==> config.mk <==
export PLATFORM = sky130hd
export DESIGN_NAME = dxt_texture_block_decoder_core
export DESIGN_NICKNAME = d
export VERILOG_FILES = /design/src/hdl/dxtd_pkg.sv /design/src/hdl/dxtd_color_lane.sv /design/src/hdl/dxtd_alpha_lane.sv /design/src/hdl/dxtd_merge.sv /design/src/hdl/dxt_texture_block_decoder_core.sv
export SDC_FILE = /design/constraint.sdc
export NUM_CORES = 2
export LEC_CHECK = 0
export ABC_AREA = 1
export BUFFER_PORTS_ARGS = -buffer_cell sky130_fd_sc_hd__buf_2
export CORE_UTILIZATION = 50
export DETAILED_ROUTE_END_ITERATION = 8
export PLACE_DENSITY = 0.71
export RECOVER_POWER = 25
export SYNTH_ARGS = -nofsm -noshare
export SYNTH_HDL_FRONTEND = slang
export SYNTH_SLANG_ARGS = --single-unit
==> constraint.sdc <==
create_clock -name clk -period 18.9 [get_ports clk]
set_input_delay 0.945 -clock clk [delete_from_list [all_inputs] [get_ports clk]]
set_output_delay 0.945 -clock clk [all_outputs]
set_load 0.01 [all_outputs]
==> src/hdl/dxtd_pkg.sv <==
// shared types, constants and expansion tables for the dxt block decoder
package dxtd_pkg;

	// index of the final pixel in a 4x4 block
	localparam logic [3:0] LAST_INDEX = 4'hF;

	// reciprocal constants for truncating division by 3, 5 and 7
	localparam int RECIP3  = 683;
	localparam int SHIFT3  = 11;
	localparam int RECIP5  = 3277;
	localparam int RECIP7  = 2341;
	localparam int SHIFT57 = 14;

	// 5-bit and 6-bit channel widening, value times 255 over 31 or 63
	function automatic logic [31:0][7:0] build_exp5();
		logic [31:0][7:0] t;
		for (int i = 0; i < 32; i++) begin
			t[i] = 8'(i * 255 / 31);
		end
		return t;
	endfunction

	function automatic logic [63:0][7:0] build_exp6();
		logic [63:0][7:0] t;
		for (int i = 0; i < 64; i++) begin
			t[i] = 8'(i * 255 / 63);
		end
		return t;
	endfunction

	localparam logic [31:0][7:0] EXP5 = build_exp5();
	localparam logic [63:0][7:0] EXP6 = build_exp6();

	// one colour channel palette as produced by a lane
	typedef struct packed {
		logic [7:0] e0;
		logic [7:0] e1;
		logic [7:0] p2;
		logic [7:0] p3;
	} lane_out_t;

	// per-block control travelling alongside the lanes
	typedef struct packed {
		logic        dxt5;
		logic        four_color;
		logic [31:0] codes;
		logic [47:0] aidx;
	} blk_ctrl_t;

endpackage

==> src/hdl/dxtd_color_lane.sv <==
// one colour channel lane: interpolated palette entries from two endpoints
module dxtd_color_lane import dxtd_pkg::*; (
	input  logic       clk,
	input  logic       en,
	input  logic       four_color,
	input  logic [7:0] e0,
	input  logic [7:0] e1,
	output lane_out_t  lane
);

	logic [9:0]  sum2_s2;
	logic [9:0]  sum3_s2;
	logic [7:0]  half_s2;
	logic [7:0]  e0_s2;
	logic [7:0]  e1_s2;
	logic        four_s2;
	logic [20:0] m2;
	logic [20:0] m3;

	// stage 2: weighted sums
	always_ff @(posedge clk) begin
		if (en) begin
			sum2_s2 <= {1'b0, e0, 1'b0} + {2'b00, e1};
			sum3_s2 <= {2'b00, e0} + {1'b0, e1, 1'b0};
			half_s2 <= 8'(({1'b0, e0} + {1'b0, e1}) >> 1);
			e0_s2   <= e0;
			e1_s2   <= e1;
			four_s2 <= four_color;
		end
	end

	// divide by three through the reciprocal
	assign m2 = 21'(sum2_s2) * 21'(RECIP3);
	assign m3 = 21'(sum3_s2) * 21'(RECIP3);

	// stage 3: palette entries
	always_ff @(posedge clk) begin
		if (en) begin
			lane.e0 <= e0_s2;
			lane.e1 <= e1_s2;
			lane.p2 <= four_s2 ? m2[SHIFT3 +: 8] : half_s2;
			lane.p3 <= four_s2 ? m3[SHIFT3 +: 8] : 8'h00;
		end
	end

endmodule

==> src/hdl/dxtd_alpha_lane.sv <==
// alpha lane: eight-entry alpha palette from two endpoints
module dxtd_alpha_lane import dxtd_pkg::*; (
	input  logic            clk,
	input  logic            en,
	input  logic [7:0]      a0,
	input  logic [7:0]      a1,
	output logic [7:0][7:0] pal
);

	logic [7:0]       a0_s2;
	logic [7:0]       a1_s2;
	logic             gt_s2;
	logic [5:0][10:0] num_s2;
	logic             gt;

	assign gt = a0 > a1;

	// stage 2: weighted sums, eight-level or six-level mix
	always_ff @(posedge clk) begin
		if (en) begin
			a0_s2 <= a0;
			a1_s2 <= a1;
			gt_s2 <= gt;
		end
	end

	for (genvar k = 1; k <= 6; k++) begin : g_mix
		logic [10:0] num7;
		logic [10:0] num5;
		logic [22:0] prod;
		logic [7:0]  level;

		assign num7 = 11'(7 - k) * {3'b000, a0} + 11'(k) * {3'b000, a1};
		if (k <= 4) begin : g_five
			assign num5 = 11'(5 - k) * {3'b000, a0} + 11'(k) * {3'b000, a1};
		end else begin : g_none
			assign num5 = '0;
		end

		always_ff @(posedge clk) begin
			if (en) begin
				num_s2[k-1] <= gt ? num7 : num5;
			end
		end

		// divide by seven or five through the reciprocal
		assign prod = 23'(num_s2[k-1]) * (gt_s2 ? 23'(RECIP7) : 23'(RECIP5));

		// six-level mode ends in fully transparent and fully opaque
		if (k == 5) begin : g_zero
			assign level = gt_s2 ? prod[SHIFT57 +: 8] : 8'h00;
		end else if (k == 6) begin : g_full
			assign level = gt_s2 ? prod[SHIFT57 +: 8] : 8'hFF;
		end else begin : g_mid
			assign level = prod[SHIFT57 +: 8];
		end

		// stage 3: interpolated entry
		always_ff @(posedge clk) begin
			if (en) begin
				pal[k+1] <= level;
			end
		end
	end

	// stage 3: endpoint entries
	always_ff @(posedge clk) begin
		if (en) begin
			pal[0] <= a0_s2;
			pal[1] <= a1_s2;
		end
	end

endmodule

==> src/hdl/dxtd_merge.sv <==
// merge stage: joins lane palettes and streams out the sixteen pixels
module dxtd_merge import dxtd_pkg::*; (
	input  logic                 clk,
	input  logic                 arst_n,
	input  logic                 in_valid,
	input  blk_ctrl_t            ctrl,
	input  lane_out_t [2:0]      col,
	input  logic [7:0][7:0]      apal,
	output logic                 take,
	output logic                 pixel_valid,
	output logic [31:0]          pixel_rgba,
	output logic [3:0]           pixel_index,
	output logic                 last_pixel
);

	logic             active_q;
	logic [3:0]       cnt_q;
	logic [31:0]      codes_q;
	logic [47:0]      aidx_q;
	logic             dxt5_q;
	logic [3:0][31:0] cpal_q;
	logic [7:0][7:0]  apal_q;
	logic             out_v_q;
	logic [31:0]      out_px_q;
	logic [3:0]       out_idx_q;
	logic             out_last_q;
	logic [3:0][31:0] cpal_d;
	logic [7:0]       alpha3;
	logic [31:0]      px;

	// free when idle or on the final pixel of the current block
	assign take = in_valid && (!active_q || cnt_q == LAST_INDEX);

	// colour palette words with opaque alpha, transparent black where marked
	assign alpha3    = ctrl.four_color ? 8'hFF : 8'h00;
	assign cpal_d[0] = {8'hFF, col[2].e0, col[1].e0, col[0].e0};
	assign cpal_d[1] = {8'hFF, col[2].e1, col[1].e1, col[0].e1};
	assign cpal_d[2] = {8'hFF, col[2].p2, col[1].p2, col[0].p2};
	assign cpal_d[3] = {alpha3, col[2].p3, col[1].p3, col[0].p3};

	// current pixel from the low index bits
	always_comb begin
		px = cpal_q[codes_q[1:0]];
		if (dxt5_q) begin
			px[31:24] = apal_q[aidx_q[2:0]];
		end
	end

	// sequencing control
	always_ff @(posedge clk or negedge arst_n) begin
		if (!arst_n) begin
			active_q <= 1'b0;
			cnt_q    <= '0;
			out_v_q  <= 1'b0;
		end else begin
			out_v_q <= active_q;
			if (take) begin
				active_q <= 1'b1;
				cnt_q    <= '0;
			end else if (active_q) begin
				active_q <= cnt_q != LAST_INDEX;
				cnt_q    <= cnt_q + 4'd1;
			end
		end
	end

	// block store and index shifters
	always_ff @(posedge clk) begin
		if (take) begin
			codes_q <= ctrl.codes;
			aidx_q  <= ctrl.aidx;
			dxt5_q  <= ctrl.dxt5;
			cpal_q  <= cpal_d;
			apal_q  <= apal;
		end else if (active_q) begin
			codes_q <= codes_q >> 2;
			aidx_q  <= aidx_q >> 3;
		end
	end

	// output register
	always_ff @(posedge clk) begin
		if (active_q) begin
			out_px_q   <= px;
			out_idx_q  <= cnt_q;
			out_last_q <= cnt_q == LAST_INDEX;
		end
	end

	assign pixel_valid = out_v_q;
	assign pixel_rgba  = out_px_q;
	assign pixel_index = out_idx_q;
	assign last_pixel  = out_last_q;

`ifndef ASSERT_OFF
	// a new block is only loaded while idle or once the previous one is on its final pixel
	a_take_free: assert property (@(posedge clk) disable iff (!arst_n)
		take |-> !active_q || cnt_q == LAST_INDEX)
		else $error("block loaded over a block still streaming");

	// pixels of one block follow each other without a gap
	a_pixel_run: assert property (@(posedge clk) disable iff (!arst_n)
		out_v_q && !out_last_q |=> out_v_q && out_idx_q == $past(out_idx_q) + 4'd1)
		else $error("pixel sequence broken inside a block");

	// the last flag marks only the final pixel
	a_last_idx: assert property (@(posedge clk) disable iff (!arst_n)
		out_v_q && out_last_q |-> out_idx_q == LAST_INDEX)
		else $error("last pixel flag on wrong index");
`endif

endmodule

==> src/hdl/dxt_texture_block_decoder_core.sv <==
// top level of the dxt1 / dxt5 texture block decoder
//
// usage: a block transaction is taken on a clock edge with start high and
// busy low; low_word and high_word carry the sixteen block bytes. cfg_we
// with cfg_wdata sets the format (0 dxt1, 1 dxt5); change it only while
// no block is in flight. each block gives sixteen pixel transactions in
// row-major order, one per cycle, each shown for one cycle with
// pixel_valid high; last_pixel marks index fifteen.
// the block rate is set by the one-pixel-a-cycle output stream of the
// merge stage; a capture stage and two lane stages (sums, then
// reciprocal multiply) fill while the previous block streams, so start
// may be held high continuously.
// the receiver cannot stall; pixels are never held back once streaming.
// reset clears the format to dxt1 and empties all stages; nothing needs
// clearing beyond that.
module dxt_texture_block_decoder_core import dxtd_pkg::*; (
	input  logic        clk,
	input  logic        arst_n,
	input  logic        cfg_we,
	input  logic        cfg_wdata,
	input  logic        start,
	output logic        busy,
	input  logic [63:0] low_word,
	input  logic [63:0] high_word,
	output logic        pixel_valid,
	output logic [31:0] pixel_rgba,
	output logic [3:0]  pixel_index,
	output logic        last_pixel
);

	logic            fmt_q;
	logic            v_s1;
	logic            v_s2;
	logic            v_s3;
	blk_ctrl_t       ctrl_s1;
	blk_ctrl_t       ctrl_s2;
	blk_ctrl_t       ctrl_s3;
	logic [2:0][7:0] e0_s1;
	logic [2:0][7:0] e1_s1;
	logic [7:0]      a0_s1;
	logic [7:0]      a1_s1;
	logic            accept;
	logic            adv;
	logic            take;
	logic [63:0]     cword;
	logic [15:0]     c0;
	logic [15:0]     c1;
	lane_out_t [2:0] col_s3;
	logic [7:0][7:0] apal_s3;

	// format register
	always_ff @(posedge clk or negedge arst_n) begin
		if (!arst_n) begin
			fmt_q <= 1'b0;
		end else if (cfg_we) begin
			fmt_q <= cfg_wdata;
		end
	end

	// pipeline moves whenever the last stage is empty or handed on
	assign adv    = !v_s3 || take;
	assign busy   = v_s1 && !adv;
	assign accept = start && !busy;

	// colour block selection
	assign cword = fmt_q ? high_word : low_word;
	assign c0    = cword[15:0];
	assign c1    = cword[31:16];

	// stage valid bits
	always_ff @(posedge clk or negedge arst_n) begin
		if (!arst_n) begin
			v_s1 <= 1'b0;
			v_s2 <= 1'b0;
			v_s3 <= 1'b0;
		end else begin
			if (adv || !v_s1) begin
				v_s1 <= accept;
			end
			if (adv) begin
				v_s2 <= v_s1;
				v_s3 <= v_s2;
			end
		end
	end

	// stage 1: capture and widen the endpoints
	always_ff @(posedge clk) begin
		if (accept) begin
			e0_s1[0]           <= EXP5[c0[15:11]];
			e0_s1[1]           <= EXP6[c0[10:5]];
			e0_s1[2]           <= EXP5[c0[4:0]];
			e1_s1[0]           <= EXP5[c1[15:11]];
			e1_s1[1]           <= EXP6[c1[10:5]];
			e1_s1[2]           <= EXP5[c1[4:0]];
			a0_s1              <= low_word[7:0];
			a1_s1              <= low_word[15:8];
			ctrl_s1.dxt5       <= fmt_q;
			ctrl_s1.four_color <= fmt_q || (c0 > c1);
			ctrl_s1.codes      <= cword[63:32];
			ctrl_s1.aidx       <= low_word[63:16];
		end
	end

	// block control alongside the lanes
	always_ff @(posedge clk) begin
		if (adv) begin
			ctrl_s2 <= ctrl_s1;
			ctrl_s3 <= ctrl_s2;
		end
	end

	// red, green and blue lanes
	for (genvar g = 0; g < 3; g++) begin : g_lane
		dxtd_color_lane u_color_lane (
			.clk        (clk),
			.en         (adv),
			.four_color (ctrl_s1.four_color),
			.e0         (e0_s1[g]),
			.e1         (e1_s1[g]),
			.lane       (col_s3[g])
		);
	end

	// alpha lane
	dxtd_alpha_lane u_alpha_lane (
		.clk (clk),
		.en  (adv),
		.a0  (a0_s1),
		.a1  (a1_s1),
		.pal (apal_s3)
	);

	// merge and pixel stream
	dxtd_merge u_merge (
		.clk         (clk),
		.arst_n      (arst_n),
		.in_valid    (v_s3),
		.ctrl        (ctrl_s3),
		.col         (col_s3),
		.apal        (apal_s3),
		.take        (take),
		.pixel_valid (pixel_valid),
		.pixel_rgba  (pixel_rgba),
		.pixel_index (pixel_index),
		.last_pixel  (last_pixel)
	);

`ifndef ASSERT_OFF
	// an accepted block always lands in the capture stage
	a_accept_lands: assert property (@(posedge clk) disable iff (!arst_n)
		start && !busy |=> v_s1)
		else $error("accepted block lost at capture");

	// busy only while a captured block is held back
	a_busy_held: assert property (@(posedge clk) disable iff (!arst_n)
		busy |-> v_s1 && v_s3 && !take)
		else $error("busy raised with nothing held");
`endif

endmodule
==> flow_summary.yaml <==
global_route:
  grt_usage_pct: 23.2
  antenna_found_initial: 9
  grt_first_pass_wirelength_um: 257000
  gr-total-overflow: 0
  grt_pass1_vias: 47700
  grt_max_degree: 172
cts:
  htree_num_levels: 3
  cts_setup_buffers: 0
  clock_latency_ps: 750
  clk_pin_slew_worst_paths_ps: 60
  clkSinkCount: 964
  cts_resized: 0
  cts_root_buffer: "clkbuf_16"
  cts_made_buffers: 100
  clk_path_buf_depth: 3
  ctsHoldBuffers: 0
  tritoncts: "built"
drt:
  drcViolationCount: 0
  wl_met2_um: 73400
  top_layer: "met5"
  vias: 47700
  met3WireLength_um: 11100
  avgViaCountPerCell: 5.26
  drt_iter0_markers: 3433
  dr.pass1.iters: 6
  drt-total-wl_um: 162000
  ant_nets: 0
  wire_per_inst_um: 17.9
  wl_met1_um: 74100
logic_synthesis:
  synth-edff-count: 954
  synthArstFlopShare_pct: 1.04
  synthCells: 6833
  synth_cell_types: 53
  synth_ff_type: "edfxtp_1"
  ys_warn_count: 0
  synth-seq-area-share_pct: 41.4
  ys_ff_latch: 964
  synthesis.area_um2: 69800
  avgSynthCellArea_um2: 10.2
sta:
  rsz0062_at_grt: "no"
  setup_viol_count_final: 0
  max_freq_ghz: 0.161
  fin_setup_tns_ps: 0
  drv_slew: 0
  finalHoldViolCount: 0
  timing.hold.ws_ps: 157
  fin_crit_ps: 6210
  slew-limit-headroom_pct: 25.9
  finalCritPeriodShare_pct: 32.8
  worstMarginPinSlew_ps: 1110
  fin_skew_ps: 76.2
die:
  coreArea_um2: 138000
  start_util_pct: 50.6
  rows: 136
  dieArea_um2: 141000
  die_w_um: 376
  die_y_um: 376
  io_pins: 172
worst_setup_path:
  crit_chain: "buf_4 -> buf_4 -> nor2_1 -> nor2_1 -> nor2_1 -> ha_1 -> or2_2 -> fa_1 -> fa_1 -> fa_1 -> inv_1 -> fa_1 -> inv_1 -> ha_1 -> a21oi_1 -> o21ai_0 -> a211oi_1 -> nand2_1 -> nand2_1 -> nand3_1"
  cp_num_buf_inv: 4
  cpPeakStageDelay_ps: 780
  cp-start-kind: "flop"
  worst-setup-path-type: "flop to flop"
  critPathMaxFanout: 72
  worstSetupEndpointType: "flop"
  r2r_setup_slack_ps: 12690
  crit_arrival_ps: 6600
  crit_family: "adder cells"
  path_common_cell: "fa_1"
  cp.required_ps: 19300
  critPathSlowestCell: "buf_4"
final_layout:
  nNetsFinal: 8635
  multi_input_area_um2: 36100
  final_common_cell: "nand2_1"
  drive_gt1_share_pct: 5.26
  area.sequential_um2: 28900
  fin_area_um2: 76400
  area_growth_syn_to_layout_pct: 9.49
  nFillCells: 11800
  post-route-util_pct: 55.4
  final_cell_mix: "nand2_1, inv_1, edfxtp_1"
run_status:
  run_status: "finished, final reports clean"
min_path:
  hp-class: "primary input to async pin"
placement:
  placed_cell_area_um2: 73100
  gp_congestion: 0.924
  portBuffers: 171
  hpwl_um: 126000
run:
  maxCapViolCount: 0
metal layers:
metal  GRT usage [%]  vias to the layer above
met5               0                        -
met4            6.21                        6
met3            3.70                      253
met2            36.8                     1240
met1            33.2                    23000
li1                -                    23200
logic make-up after synthesis:
group / after synthesis / synth area share [%]
DFF: 964 / 41.4
and+or+nand+nor: 2096 / 12.2
other: 2 / 0.0108
buffers and inverters: 1316 / 7.23
AOI/OAI and AO/OA: 910 / 7.31
xor gates and xnor gates: 160 / 2.01
adders and majority gates: 1385 / 29.8
synth_stat cells, types with 42 or more instances:
| library cell | count | area, um^2 |
|---|---|---|
| a21oi_1 | 376 | 1880 |
| buf_2 | 42 | 210 |
| clkbuf_1 | 42 | 158 |
| edfxtp_1 | 954 | 28600 |
| fa_1 | 462 | 9250 |
| ha_1 | 923 | 11500 |
| inv_1 | 1202 | 4510 |
| nand2_1 | 1280 | 4800 |
| nand3_1 | 197 | 986 |
| nand4_1 | 55 | 344 |
| nor2_1 | 445 | 1670 |
| o21ai_0 | 314 | 1570 |
| o21bai_1 | 44 | 330 |
| xnor2_1 | 62 | 543 |
| xor2_1 | 98 | 858 |
flip-flops by register name, indices dropped and copies added, names as in the netlist, 7 cells and up:
signal	cells
g_lane.u_color_lane.e0_s2	24
g_lane.u_color_lane.half_s2	24
u_merge.apal_q	64
ctrl_s3	82
g_lane.u_color_lane.sum3_s2	27
u_alpha_lane.num_s2	64
g_lane.u_color_lane.e1_s2	24
u_merge.cpal_q	97
e0_s1	24
u_merge.pixel_rgba	32
u_merge.aidx_q	48
g_lane.u_color_lane.lane	96
a1_s1	8
u_alpha_lane.a0_s2	7
a0_s1	8
u_merge.codes_q	32
u_alpha_lane.a1_s2	7
g_lane.u_color_lane.sum2_s2	27
ctrl_s2	81
e1_s1	24
ctrl_s1	82
u_alpha_lane.pal	64
path summary, 6_finish.rpt:
path | startpoint | to | depth (start not counted)
max reg2reg | u_alpha_lane.gt_s2$_DFFE_PP_ | u_alpha_lane.pal[61]$_SDFFCE_PN1P_ | 20
max | u_alpha_lane.gt_s2$_DFFE_PP_ | u_alpha_lane.pal[61]$_SDFFCE_PN1P_ | 20
min | arst_n | fmt_q$_DFFE_PN0P_ | 1
max in group asynchronous | arst_n | u_merge.active_q$_DFF_PN0_ | 1
min in group clk | ctrl_s1[13]$_DFFE_PP_ | ctrl_s2[13]$_DFFE_PP_ | 0
min reg2reg | ctrl_s1[13]$_DFFE_PP_ | ctrl_s2[13]$_DFFE_PP_ | 0
cell type report:
type / count / area share, %
Multi-Input combinational cell: 4622 / 47.2
Sequential cell: 964 / 37.8
Inverter: 1218 / 6.01
Clock buffer: 112 / 3.33
Tap cell: 1863 / 3.05
Timing Repair Buffer: 211 / 1.43
Clock inverter: 73 / 1.09
Antenna cell: 1 / 0.00328
stage by stage:
step,instances,setup WS [ps]
after CTS,9063,12720
after floorplan,6902,6510
after global routing,9063,12420
after detailed placement,8878,12730
final,9064,12690
after global placement,8878,12780
Power is not shown: default switching activity piles up to over one toggle a cycle in this logic, so the estimate is an artifact.
